File: src/rtl/core/c2dvs_pkg.sv
package c2dvs_pkg;

  localparam int PIXEL_BITS = 16;
  localparam int COEF_BITS  = 16;
  localparam int PROD_BITS  = PIXEL_BITS + COEF_BITS;
  localparam int ACC_BITS   = 32;
  localparam int SHIFT_BITS = 13;
  localparam int MAX_HEIGHT = 4096;
  localparam int DIV_BITS   = 7;
  localparam int ROW_BITS   = 12;
  localparam int COL_BITS   = 8;
  localparam int MAP_BITS   = 16;

  // request codes
  localparam logic REQ_COEF  = 1'b0;
  localparam logic REQ_PIXEL = 1'b1;

  // register indexes
  localparam logic [2:0] REG_IMG_WIDTH     = 3'd0;
  localparam logic [2:0] REG_IMG_HEIGHT    = 3'd1;
  localparam logic [2:0] REG_KER_ROWS      = 3'd2;
  localparam logic [2:0] REG_KER_COLS      = 3'd3;
  localparam logic [2:0] REG_SCALE_DIVISOR = 3'd4;

  typedef struct packed {
    logic                         req_type;
    logic [6:0]                   coef_index;
    logic signed [COEF_BITS-1:0]  coef_value;
    logic signed [PIXEL_BITS-1:0] pixel_value;
  } in_word_t;

  typedef struct packed {
    logic signed [MAP_BITS-1:0] map_value;
    logic [ROW_BITS-1:0]        out_row;
    logic [COL_BITS-1:0]        out_col;
    logic                       frame_last;
  } out_word_t;

  typedef struct packed {
    logic clr;
    logic en;
  } mac_ctl_t;

  typedef struct packed {
    logic busy;
    logic done;
  } div_stat_t;

endpackage

File: src/rtl/core/c2dvs_mac.sv
module c2dvs_mac (
  input  logic                                     clk,
  input  logic                                     rst_n,
  input  c2dvs_pkg::mac_ctl_t                      ctl,
  input  logic signed [c2dvs_pkg::PIXEL_BITS-1:0]  pix,
  input  logic signed [c2dvs_pkg::COEF_BITS-1:0]   coef,
  output logic                                     busy,
  output logic [c2dvs_pkg::ACC_BITS-1:0]           acc
);

  logic signed [c2dvs_pkg::PROD_BITS-1:0] mul;
  logic [c2dvs_pkg::ACC_BITS-1:0] prod_r, prod_nxt;
  logic                           prod_v_r, prod_v_nxt;
  logic [c2dvs_pkg::ACC_BITS-1:0] acc_r, acc_nxt;

  always_comb begin
    mul        = pix * coef;
    prod_nxt   = mul[c2dvs_pkg::ACC_BITS-1:0];
    prod_v_nxt = ctl.en & ~ctl.clr;
    if (ctl.clr) begin
      acc_nxt = '0;
    end else if (prod_v_r) begin
      acc_nxt = acc_r + prod_r;
    end else begin
      acc_nxt = acc_r;
    end
  end

  always_ff @(posedge clk) begin
    if (!rst_n) begin
      prod_v_r <= 1'b0;
      prod_r   <= '0;
      acc_r    <= '0;
    end else begin
      prod_v_r <= prod_v_nxt;
      prod_r   <= prod_nxt;
      acc_r    <= acc_nxt;
    end
  end

  assign busy = prod_v_r;
  assign acc  = acc_r;

endmodule

File: config.mk
export PLATFORM = sky130hd
export DESIGN_NAME = c2dvs_mac
export DESIGN_NICKNAME = d
export VERILOG_FILES = /design/src/rtl/core/c2dvs_pkg.sv /design/src/rtl/core/c2dvs_mac.sv
export SDC_FILE = /design/constraint.sdc
export NUM_CORES = 1
export LEC_CHECK = 0
export ABC_CLOCK_PERIOD_IN_PS = 7000
export CORE_MARGIN = 3
export CORE_UTILIZATION = 65
export CTS_CLUSTER_DIAMETER = 40
export DETAILED_ROUTE_END_ITERATION = 16
export DONT_BUFFER_PORTS = 1
export GPL_ROUTABILITY_DRIVEN = 0
export PLACE_DENSITY = 0.91
export SLEW_MARGIN = 20
export SYNTH_ARGS = -nofsm -noshare
export SYNTH_HDL_FRONTEND = slang
export SYNTH_SLANG_ARGS = --single-unit
File: constraint.sdc
create_clock -name clk -period 7 [get_ports clk]
set_input_delay 0.7 -clock clk [delete_from_list [all_inputs] [get_ports clk]]
set_output_delay 0.7 -clock clk [all_outputs]
set_load 0.1 [all_outputs]
-- Word-level counts from Yosys, hierarchy flattened
Index checks and enable logic that the tools add are counted.
Widths: inputs -> output; s select.
- bits in registers: 65
- word-level logic and storage cells: 9
- input bits: 36
- output and inout port bits: 33
- reductions and logical operators: 1
- bitwise operators: 3
- multiply operators: 1
- add/sub/neg operators: 1
- operators by type and width (kind ; number):
    $add 32x32->32 ; 1
    $mul 16x16->32 ; 1
    $not 1->1 ; 2
    $reduce_or 2->1 ; 1
    $and 1x1->1 ; 1

-- Longest topological paths before layout
- depth in word-level cells: 2
- depth in mapped cells: 22
- depth with buffers taken out: 21

-- Worst setup path before layout
No wires, ideal clock.
- kind: input port to flip-flop
- start: input port pix[11] (netlist name)
- end: register prod_r[27] (netlist name)
- arrival: 6.224 ns
- setup time: 0.061 ns
- slack: 0.715 ns
- path buffers: 1
- stages on the path: 20
- required time: 6.939 ns
- cell sequence: clkbuf_1 > nand2_1 > fa_1 > fa_1 > fa_1 > inv_1 > fa_1 > fa_1 > inv_1 > fa_1 > inv_1 > ha_1 > a21o_1 > a21o_1 > a21o_1 > a31oi_4 > a41oi_2 > o41a_1 > a2111oi_0 > a311o_1
- word-level cells in the longest chain between the ends: 1
- RTL lines (what ; RTL line ; text):
    from (decl) ; c2dvs_mac.sv:5 ; input logic signed [c2dvs_pkg::PIXEL_BITS-1:0] pix,
    $mul 16x16->32 ; c2dvs_mac.sv:17 ; mul = pix * coef;
    to (signal assigned) ; c2dvs_mac.sv:36 ; prod_r <= prod_nxt;
    to (decl) ; c2dvs_mac.sv:12 ; logic [c2dvs_pkg::ACC_BITS-1:0] prod_r, prod_nxt;
No other way between the ends.
A chain may end at the register's enable or synchronous reset.

-- Worst setup path in the final report
- start: input port pix[8] (netlist name)
- end: register prod_r[27] (netlist name)
Same word-level chain as after synthesis.

==> qor.csv <==
stage,metric,value,unit
yosys,async_flop_share,0,
timing,slew_headroom,0.265,
worst_setup_path,start_kind,primary input,
worst_setup_path,r2r_start,acc[1],
grt,grt_max_degree,50,
route,ant_nets,0,
final_layout,final_cells,1749,
timing,period_minus_slack,6.13,ns
yosys,yosys_warnings,0,
hold_path,min_from,ctl[0],
final_layout,design_area,14000,sq um
timing,worst_pin_slew,1.10,ns
worst_setup_path,required,7.27,ns
die,start_util,0.666,
clock_network,cts_resized,0,
placed_design,portBuffers,0,
yosys,synth.yosys.seq_area_share,0.0960,
final_layout,multiInputGateArea,10900,sq um
timing,fin_skew,0.00663,ns
grt,antenna_found_initial,0,
route,drt_iter0_markers,666,
final_layout,n_antenna_cell,0,
worst_setup_path,path_depth,20,
timing,max_freq,163,MHz
die,die_h,150,microns
worst_setup_path,crit_top_cell,fa_1,
placed_design,hpwl,25700,microns
timing,tns,0,ns
route,drc,0,
yosys,synth_seq_cells,65,
worst_setup_path,crit_chain,"and2_1, fa_1, inv_1, fa_1, fa_1, inv_1, fa_1, fa_1, inv_1, fa_1, inv_1, ha_1, a21o_1, a21o_1, a21o_1, a31oi_4, a41oi_2, o41a_1, a2111oi_0, a311o_1",
die,rows,52,
grt,grt_pass1_wl,52900,microns
timing,grt_setup_unrepaired,false,
timing,finalHoldViolCount,0,
yosys,synth_top_cell_by_area,fa_1,
die,ios,69,
timing,slew_violations,0,
yosys,syn-num-nets,1922,
route,wl_per_cell,18.1,microns
route,drtPass1Iterations,6,
run_status,status,"complete, no violations",
clock_network,postCtsSetupBuffers,0,
yosys,ys_top_cells_by_area,"fa_1, ha_1, dfxtp_1, inv_1, and2_1",
grt,overflow,0,
clock_network,clock-sinks,65,
yosys,synth.top_cell.area_share,0.388,
clock_network,cts.reportedPaths.clkPinSlew,0.05,ns
final_layout,num-nets-final,1887,
final_layout,area_delta_synth_final,3.53,%
worst_setup_path,r2r_cells,9,
route,via_count,10400,
grt,grt_pass1_vias,11300,
yosys,synthCells,1510,
yosys,synth_area,13600,sq um
die,die-area,22600,sq um
timing,setup_viol,0,
worst_setup_path,r2r-end,acc[29],
worst_setup_path,cpPeakStageDelay,0.54,ns
clock_network,clk_latency,0.33,ns
clock_network,htree_levels,3,
worst_setup_path,cp_max_fo,16,
run,drv_cap,0,
worst_setup_path,cpMaxStageDelayCell,fa_1,
placed_design,placedCellCount,1734,
clock_network,cts_buffer_depth,2,
clock_network,cts_tree,built,
route,wl,31600,microns
worst_setup_path,cp-end-kind,flop,
worst_setup_path,cp.buffers_inverters,4,
die,core,20400,sq um
timing,min_period_over_period,0.876,
worst_setup_path,crit_type,primary input to flop,
grt,grt.total_usage,0.294,
final_layout,drive_gt1_frac,0.0189,
placed_design,dpl_cell_area,13700,sq um
final_layout,nFillCells,1429,
yosys,postSynthAreaPerCell,8.98,sq um
die,die_x,150,microns
hold_path,whs_endpoint,busy,
hold_path,hp-class,primary input to flop,
clock_network,clockRootBuffer,clkbuf_16,
final_layout,final-seq-area,1300,sq um
hold_path,hold_depth,1,
worst_setup_path,r2r_setup_slack,3.33,ns
worst_setup_path,critical-path-top-delay-family,adder cells,
yosys,synth_ff_type,dfxtp_1,
yosys,synth_cell_types,63,
clock_network,holdBufCountCts,0,
worst_setup_path,critPathArrivalTime,6.41,ns
route,via_per_inst,5.95,
clock_network,numCtsBuffers,9,
yosys,synth_edf_count,0,
[worst register-to-register path, cell delays in order, from the launching register on]
cell       delay, ns
dfxtp_1         1.04
ha_1            0.40
a211o_1         0.30
a2111oi_2       0.64
o41a_1          0.34
a2111oi_4       0.11
o21ai_1         0.24
nand2b_1        0.09
a211oi_1        0.26
o32ai_1         0.12
[cell families after synthesis]
| logic type | count (synthesis) | share of synthesized area |
|---|---|---|
| and+or+nand+nor | 443 | 0.167 |
| adders and majority gates | 376 | 0.493 |
| buffers and inverters | 373 | 0.103 |
| AOI/OAI and AO/OA | 189 | 0.0979 |
| DFF | 65 | 0.0960 |
| xor gates and xnor gates | 46 | 0.0297 |
| muxes | 18 | 0.0134 |
[how the worst max path moves through the flow]
stage                  from    endpoint
floorplan           pix[11]  prod_r[27]
global placement     pix[8]  prod_r[27]
detailed placement   pix[8]  prod_r[27]
CTS                  pix[8]  prod_r[27]
global route         pix[8]  prod_r[27]
finish               pix[8]  prod_r[27]
[synthesized netlist by cell type, types with 9 or more instances]
library cell and count:
nand2b_1 16, nor2_1 47, xnor2_1 31, a21o_1 19
a211oi_1 9, and2_1 145, nand3_1 23, dfxtp_1 65
o211ai_1 10, o21a_1 13, a21oi_1 52, clkbuf_1 49
xor2_1 15, a31oi_1 9, a211o_1 9, nor3_1 12
ha_1 113, o21ai_0 22, inv_1 323, fa_1 263
nand2_1 153, o21bai_1 10, mux2i_1 17
[per-stage QoR]
stage	hold slack [ns]	setup WS, ns	util
2_1_floorplan	0.551	0.715	-
3_3_place_gp	0.599	0.748	0.674
3_5_place_dp	0.609	0.605	0.674
4_1_cts	0.480	0.909	0.689
5_1_grt	0.479	0.663	0.689
6_report	0.490	0.866	0.689
[registers in the layout, summed over array words and instances, names as in the netlist]
| register | flops |
|---|---|
| prod_r | 32 |
| busy | 1 |
| acc | 32 |
[area by class of cell]
cell class / instances / area share
multi-input combinational: 1072 / 0.773
sequential: 65 / 0.0928
inverter: 323 / 0.0864
tap: 270 / 0.0241
clock buffer: 12 / 0.0183
clock inverter: 3 / 0.00285
timing repair buffer: 4 / 0.00214
[placed cells by master (no fill, tap or decap), types with 22 or more instances in the layout]
cell	instances
fa_1	263
ha_1	113
a21oi_1	52
xnor2_1	31
and2_1	145
nor2_1	47
nand2_1	153
inv_1	323
o21ai_0	22
dfxtp_1	64
nand3_1	23
[metal layers]
layer  vias to the layer above  routed length (microns)  share of wire  GRT usage
li1                       4633                        -              -          -
met1                      5128                    11000           0.35      0.343
met2                       495                    16500           0.52      0.514
met4                         0                     1580          0.050      0.136
met3                       147                     2450          0.078     0.0668
met5                         -                        0              0          0
Power is left out: the tool's default activity adds up to more than one toggle a clock period on the data nets, which glitch-free logic cannot reach.
