### config.mk
export PLATFORM = sky130hd
export DESIGN_NAME = c2dvs_div
export DESIGN_NICKNAME = d
export VERILOG_FILES = /design/src/rtl/core/c2dvs_pkg.sv /design/src/rtl/core/c2dvs_div.sv
export SDC_FILE = /design/constraint.sdc
export NUM_CORES = 1
export LEC_CHECK = 0
export ABC_AREA = 1
export BUFFER_PORTS_ARGS = -buffer_cell sky130_fd_sc_hd__buf_4
export CELL_PAD_IN_SITES_DETAIL_PLACEMENT = 1
export CELL_PAD_IN_SITES_GLOBAL_PLACEMENT = 1
export CORE_MARGIN = 5
export CORE_UTILIZATION = 38
export CTS_BUF_LIST = sky130_fd_sc_hd__clkbuf_8
export CTS_CLUSTER_SIZE = 8
export DETAILED_ROUTE_END_ITERATION = 16
export PLACE_DENSITY = 0.87
export SKIP_CTS_REPAIR_TIMING = 1
export SLEW_MARGIN = 20
export SYNTH_ARGS = -nofsm -noshare
export SYNTH_HDL_FRONTEND = slang
export SYNTH_SLANG_ARGS = --single-unit
### constraint.sdc
create_clock -name clk -period 2.6 [get_ports clk]
set_clock_uncertainty 0.2 [all_clocks]
set_input_delay 0.52 -clock clk [delete_from_list [all_inputs] [get_ports clk]]
set_output_delay 0.52 -clock clk [all_outputs]
set_load 0.02 [all_outputs]
### src/rtl/core/c2dvs_pkg.sv
package c2dvs_pkg;

  localparam int PIXEL_BITS = 16;
  localparam int COEF_BITS  = 16;
  localparam int PROD_BITS  = PIXEL_BITS + COEF_BITS;
  localparam int ACC_BITS   = 32;
  localparam int SHIFT_BITS = 13;
  localparam int MAX_HEIGHT = 4096;
  localparam int DIV_BITS   = 7;
  localparam int ROW_BITS   = 12;
  localparam int COL_BITS   = 8;
  localparam int MAP_BITS   = 16;

  // request codes
  localparam logic REQ_COEF  = 1'b0;
  localparam logic REQ_PIXEL = 1'b1;

  // register indexes
  localparam logic [2:0] REG_IMG_WIDTH     = 3'd0;
  localparam logic [2:0] REG_IMG_HEIGHT    = 3'd1;
  localparam logic [2:0] REG_KER_ROWS      = 3'd2;
  localparam logic [2:0] REG_KER_COLS      = 3'd3;
  localparam logic [2:0] REG_SCALE_DIVISOR = 3'd4;

  typedef struct packed {
    logic                         req_type;
    logic [6:0]                   coef_index;
    logic signed [COEF_BITS-1:0]  coef_value;
    logic signed [PIXEL_BITS-1:0] pixel_value;
  } in_word_t;

  typedef struct packed {
    logic signed [MAP_BITS-1:0] map_value;
    logic [ROW_BITS-1:0]        out_row;
    logic [COL_BITS-1:0]        out_col;
    logic                       frame_last;
  } out_word_t;

  typedef struct packed {
    logic clr;
    logic en;
  } mac_ctl_t;

  typedef struct packed {
    logic busy;
    logic done;
  } div_stat_t;

endpackage

### src/rtl/core/c2dvs_div.sv
module c2dvs_div (
  input  logic                                 clk,
  input  logic                                 rst_n,
  input  logic                                 start,
  input  logic [c2dvs_pkg::ACC_BITS-1:0]       dividend,
  input  logic [c2dvs_pkg::DIV_BITS-1:0]       divisor,
  output c2dvs_pkg::div_stat_t                 stat,
  output logic [c2dvs_pkg::ACC_BITS-1:0]       quotient
);

  localparam int AW = c2dvs_pkg::ACC_BITS;
  localparam int DW = c2dvs_pkg::DIV_BITS;
  localparam int CNTW = $clog2(AW);

  logic            busy_r, busy_nxt;
  logic            done_r, done_nxt;
  logic [CNTW-1:0] cnt_r, cnt_nxt;
  logic            neg_r, neg_nxt;
  logic [AW-1:0]   quo_r, quo_nxt;
  logic [DW-1:0]   rem_r, rem_nxt;
  logic [DW-1:0]   dvs_r, dvs_nxt;
  logic [AW-1:0]   res_r, res_nxt;
  logic [DW:0]     trial;
  logic            ge;

  always_comb begin
    busy_nxt = busy_r;
    done_nxt = 1'b0;
    cnt_nxt  = cnt_r;
    neg_nxt  = neg_r;
    quo_nxt  = quo_r;
    rem_nxt  = rem_r;
    dvs_nxt  = dvs_r;
    res_nxt  = res_r;
    trial    = {rem_r, quo_r[AW-1]};
    ge       = trial >= {1'b0, dvs_r};
    if (start) begin
      // divide magnitudes, fix sign at the end (truncates toward zero)
      busy_nxt = 1'b1;
      cnt_nxt  = '0;
      neg_nxt  = dividend[AW-1];
      quo_nxt  = dividend[AW-1] ? (~dividend + 1'b1) : dividend;
      rem_nxt  = '0;
      dvs_nxt  = divisor;
    end else if (busy_r) begin
      // one quotient bit per cycle
      rem_nxt = ge ? DW'(trial - {1'b0, dvs_r}) : trial[DW-1:0];
      quo_nxt = {quo_r[AW-2:0], ge};
      cnt_nxt = cnt_r + 1'b1;
      if (cnt_r == CNTW'(AW - 1)) begin
        busy_nxt = 1'b0;
        done_nxt = 1'b1;
        res_nxt  = neg_r ? (~{quo_r[AW-2:0], ge} + 1'b1) : {quo_r[AW-2:0], ge};
      end
    end
  end

  always_ff @(posedge clk) begin
    if (!rst_n) begin
      busy_r <= 1'b0;
      done_r <= 1'b0;
      cnt_r  <= '0;
      neg_r  <= 1'b0;
      quo_r  <= '0;
      rem_r  <= '0;
      dvs_r  <= '0;
      res_r  <= '0;
    end else begin
      busy_r <= busy_nxt;
      done_r <= done_nxt;
      cnt_r  <= cnt_nxt;
      neg_r  <= neg_nxt;
      quo_r  <= quo_nxt;
      rem_r  <= rem_nxt;
      dvs_r  <= dvs_nxt;
      res_r  <= res_nxt;
    end
  end

  assign stat.busy = busy_r;
  assign stat.done = done_r;
  assign quotient  = res_r;

endmodule

### Word-level counts from Yosys, hierarchy flattened

Index checks and enable logic that the tools add are counted.

* add/subtract/negate cells: 4
* $lt $le $gt $ge: 1
* equality and inequality tests: 1
* mux-type cells: 9
* bitwise gates (word level): 5
* reduce and logical (&&, ||, !) cells: 4

Operator list (number)
* $mux 32: 4
* $add 32x1->32 const B: 2
* $not 32->32: 2
* $ge 8x7->1: 1
* $mux 7: 1
* $sub 7x7->7: 1
* $add 5x1->5 const B: 1
* $eq 5x5->1 const B: 1
* $mux 1: 4
* $not 1->1: 3
* $reduce_and 3->1: 1
* $reduce_or 3->1: 1
* $reduce_bool 2->1: 1
* $reduce_or 2->1: 1

* register bits: 86
* bits of input ports: 42
* output and inout bits: 34
* logic and storage cells: 32

### Longest topological paths before layout

* depth in word-level cells: 4
* depth in mapped cells: 23
* mapped depth without buffers: 22

### Least setup slack after synthesis

No wires, ideal clock.

* path kind: register -> register
* start: reg dvs_r[3]
* end: reg res_r[16] (netlist: quotient[16])
* library setup time: 113 ps
* arrival time: 2415 ps
* data required time: 2287 ps
* setup slack: -128 ps
* cell stages (with the launch flop): 20
* path buffers: 1
* clock period less this slack: 2728 ps
* cell sequence: dfxtp_1 > inv_1 > ha_1 > or2_1 > nand2_2 > nand2_2 > nand2_2 > nand2_4 > inv_4 > buf_12 > ha_1 > nand3_2 > nor2_4 > nand2_1 > o21ai_2 > o21ai_2 > o21ai_1 > nand2_1 > o21ai_1 > inv_1

* word-level cells in the longest chain between the ends: 4

RTL lines
* start: declaration: RTL line c2dvs_div.sv:21 `logic [DW-1:0] dvs_r, dvs_nxt;`
* start signal: assignment: RTL line c2dvs_div.sv:75 `dvs_r <= dvs_nxt;`
* $ge 8x7->1: RTL line c2dvs_div.sv:36 `ge = trial >= {1'b0, dvs_r};`
* $not 32->32: RTL line c2dvs_div.sv:53 `res_nxt = neg_r ? (~{quo_r[AW-2:0], ge} + 1'b1) : {quo_r[AW-2:0], ge};`
* $add 32x1->32: RTL line c2dvs_div.sv:53
* $mux 32: RTL line c2dvs_div.sv:53
* end signal: assignment: RTL line c2dvs_div.sv:76 `res_r <= res_nxt;`
* end: declaration: RTL line c2dvs_div.sv:22 `logic [AW-1:0] res_r, res_nxt;`

Every way passes these cells.
A chain may end at the register's enable or synchronous reset.

### Worst setup path after layout

* start: reg quo_r[31]
* end: reg res_r[26] (netlist: quotient[26])

* word-level cells in the longest chain between the ends: 4

RTL lines
* start: declaration: RTL line c2dvs_div.sv:19 `logic [AW-1:0] quo_r, quo_nxt;`
* start signal: assignment: RTL line c2dvs_div.sv:73 `quo_r <= quo_nxt;`
* $ge 8x7->1: RTL line c2dvs_div.sv:36
* $not 32->32: RTL line c2dvs_div.sv:53
* $add 32x1->32: RTL line c2dvs_div.sv:53
* $mux 32: RTL line c2dvs_div.sv:53

Every way passes these cells.

==> impl_metrics.env <==
export IMPL_min_to="dvs_r[0]$_SDFFE_PN0P_"
export IMPL_clockBufferDepth=2
export IMPL_routabilityCongestion=0.9544
export IMPL_cp_max_fo=4
export IMPL_min_from="divisor[0]"
export IMPL_grt_max_degree=41
export IMPL_setup_violations_final=8
export IMPL_worstMarginPinSlew_ns=0.6923
export IMPL_relSlewSlack_pct=53.68
export IMPL_period_minus_slack_ns=2.764
export IMPL_timing_final_max_slew_violations=0
export IMPL_violations="negative setup slack"
export IMPL_fin_nets=1034
export IMPL_required_ns=2.73
export IMPL_max_freq_ghz=0.3618
export IMPL_cts_sinks=86
export IMPL_final_core_util_pct=46.88
export IMPL_clkTransAtPathRegs_ns=0.10
export IMPL_place_ws_ns=-0.1467
export IMPL_crit_arrival_ns=2.89
export IMPL_drv_cap=0
export IMPL_area_growth_pct=19.83
export IMPL_yosysUniqueCellTypes=45
export IMPL_grt_pass1_wl_um=30970
export IMPL_status="finished, violations left"
export IMPL_power_mw=3.460
export IMPL_powerDensity_nw_per_um2=503.9
export IMPL_drt_pass1_iter_count=5
export IMPL_synth_largest_area_cell="dfxtp_1"
export IMPL_start_util_pct=39.12
export IMPL_placed_cells=1146
export IMPL_stdcell_count=1169
export IMPL_hold_worst_slack_ns=0.1822
export IMPL_die_width_um=132.8
export IMPL_netlist_instances=906
export IMPL_fin_crit_sh_pct=106.3
export IMPL_criticalPathCategory="reg2reg"
export IMPL_core_area_sq_um=14640
export IMPL_numCtsBuffers=9
export IMPL_rsz0062_at_grt="yes"
export IMPL_r2r_start="quo_r[31]$_SDFFE_PN0P_"
export IMPL_cts_htree_levels=3
export IMPL_num_io_pins=76
export IMPL_portBuffers=75
export IMPL_ys_ff_latch=86
export IMPL_via_count=6145
export IMPL_min_path_type="in2reg"
export IMPL_grt_met2_usage_pct=33.69
export IMPL_antennaDiodeCount=0
export IMPL_leakage_nw=3.258
export IMPL_cp_start_kind="flip-flop"
export IMPL_track_usage_pct=21.29
export IMPL_ys_top_cells_by_area="dfxtp_1 (30%), nand2_1 (15%), inv_1 (8.5%)"
export IMPL_worstRegToRegCells=23
export IMPL_hold_viol=0
export IMPL_end_kind="flip-flop"
export IMPL_ir_drop_mv=0.3100
export IMPL_synthesis_area_sq_um=5729
export IMPL_met3_usage_pct=1.936
export IMPL_yosys_warnings=0
export IMPL_first_global_vias=6036
export IMPL_use_met1_pct=31.22
export IMPL_syn_nets=960
export IMPL_ff2ff_setup_slack_ns=-0.16
export IMPL_syn_area_per_cell_sq_um=6.324
export IMPL_drc_errors=0
export IMPL_viasPerCell=5.257
export IMPL_grt_overflow=0
export IMPL_dp_hpwl_um=14920
export IMPL_cts_root_buf="clkbuf_8"
export IMPL_cts_tree="built"
export IMPL_dieArea_sq_um=17630
export IMPL_fp_row_count=44
export IMPL_wl_per_cell_um=16.18
export IMPL_synth_seq_area_share_pct=30.05
export IMPL_drt_iter0_drc=378
export IMPL_min_path_cells=3
export IMPL_clock_latency_ns=0.38
export IMPL_antenna_found_initial=0
export IMPL_final_layout_size_suffix_gt1_share_pct=18.27
export IMPL_die_h_um=132.8
export IMPL_synth_top_area_share_pct=30.05
export IMPL_final_antenna_net_count=0
export IMPL_worst_slack_ns=-0.1637
export IMPL_routed_wl_um=18910
export IMPL_r2r_end="quotient[26]$_SDFFE_PN0P_"
export IMPL_top_usage_layer="met2"
per-layer routing:
metal	vias to the layer above	routed length, um	part of all wire, %
met4	0	221	1.2
met1	2893	9302	49
li1	3094	-	-
met5	-	0	0
met3	16	932	4.9
met2	142	8456	45
how the worst max path moves through the flow:
| stage | start | end | cells after the start |
|---|---|---|---|
| after floorplan | quo_r[31]$_SDFFE_PN0P_ | quotient[26]$_SDFFE_PN0P_ | 23 |
| final | quo_r[31]$_SDFFE_PN0P_ | quotient[26]$_SDFFE_PN0P_ | 23 |
| after detailed placement | quo_r[31]$_SDFFE_PN0P_ | quotient[26]$_SDFFE_PN0P_ | 22 |
| after global placement | quo_r[31]$_SDFFE_PN0P_ | quotient[16]$_SDFFE_PN0P_ | 21 |
| after global routing | quo_r[31]$_SDFFE_PN0P_ | quotient[26]$_SDFFE_PN0P_ | 23 |
| after CTS | quo_r[31]$_SDFFE_PN0P_ | quotient[26]$_SDFFE_PN0P_ | 22 |
area by class of cell:
class / count / area, sq um
fillers: 1977 / 7779
multi-input cells: 642 / 3387
flip-flops and latches: 86 / 1723
repair buffers: 102 / 769.5
inverters: 139 / 529.3
well taps: 184 / 230.2
clock buffers: 9 / 123.9
clock inverters: 7 / 102.6
cells in the final DEF (no fill, tap or decap), types with 2 or more instances in the layout:
cell type / netlist / routed
inv_1: 130 / 127
dfxtp_1: 86 / 85
nand3_2: 4 / 7
o21ai_0: 51 / 48
or2_2: 4 / 4
o221ai_1: 4 / 4
bufinv_16: 0 / 2
inv_2: 7 / 9
nand3b_1: 3 / 3
inv_6: 0 / 5
nor2_4: 4 / 6
nand4_1: 21 / 21
or2_1: 2 / 2
a21oi_1: 44 / 44
nand2_4: 1 / 2
nand2_1: 226 / 220
o211ai_1: 11 / 11
o21ai_1: 8 / 10
ha_4: 0 / 3
ha_1: 11 / 8
o22ai_1: 23 / 23
nand3_1: 71 / 67
nor3_1: 10 / 10
a31oi_1: 22 / 22
clkbuf_8: 0 / 9
nand2_2: 4 / 9
o21ai_2: 4 / 5
xor2_1: 17 / 16
nor2_1: 82 / 79
buf_4: 6 / 101
nor2_2: 4 / 5
through the flow:
step | area (sq um) | setup TNS (ns)
after floorplan | 5764 | 0
after global placement | 6495 | 0
after detailed placement | 6495 | -0.5231
after CTS | 6721 | -1.245
after global routing | 6865 | -2.187
final | 6865 | -0.5695
registers in the layout (all words and copies together) (netlist names):
signal / flops
cnt_r: 5
rem_r: 7
quotient: 32
dvs_r: 7
neg_r: 1
done_r: 1
quo_r: 32
busy_r: 1
kinds of logic after synthesis:
| group | synth area share (%) |
|---|---|
| compound gates | 17.41 |
| xor+xnor | 2.599 |
| simple gates | 34.33 |
| buf+inv | 12.86 |
| flops | 30.05 |
| fa+ha+maj | 2.752 |
where the power goes:
group          total, mW  internal [mW]  switching [mW]
clock network       1.08          0.554           0.525
registers           1.43           1.37          0.0626
logic              0.950          0.353           0.597
total               3.46           2.27            1.18
Yosys cell counts, drive strengths merged:
cell type / n
buf: 21
ha: 11
nor3b: 1
inv: 138
o21ai: 63
nand2: 231
o211ai: 11
o22ai: 23
dfxtp: 86
nor3: 11
a21o: 1
a21oi: 45
nand4: 22
a31oi: 22
fa: 1
o31ai: 1
or2: 7
nand3b: 3
nand3: 75
o221ai: 4
clkinv: 1
a31o: 1
clkbuf: 18
a211oi: 1
xor2: 17
nor2: 91
critical path: stages (launching register included):
cell and delay (ns):
dfxtp_2 0.36, inv_2 0.06, ha_4 0.16, fa_2 0.37, inv_2 0.07, nand2_2 0.05
nand2_2 0.07, nand2_2 0.06, nand2_2 0.06, nand2_2 0.07, nand2_4 0.07, inv_4 0.04
ha_4 0.16, nand3_4 0.09, buf_6 0.12, inv_6 0.04, nand2_2 0.07, nor2_1 0.05
nand3_1 0.11, xor2_1 0.17, nand2_1 0.07, o211ai_1 0.08, nand2_1 0.07, inv_1 0.04
No activity file was read; power rests on OpenSTA's default activity.
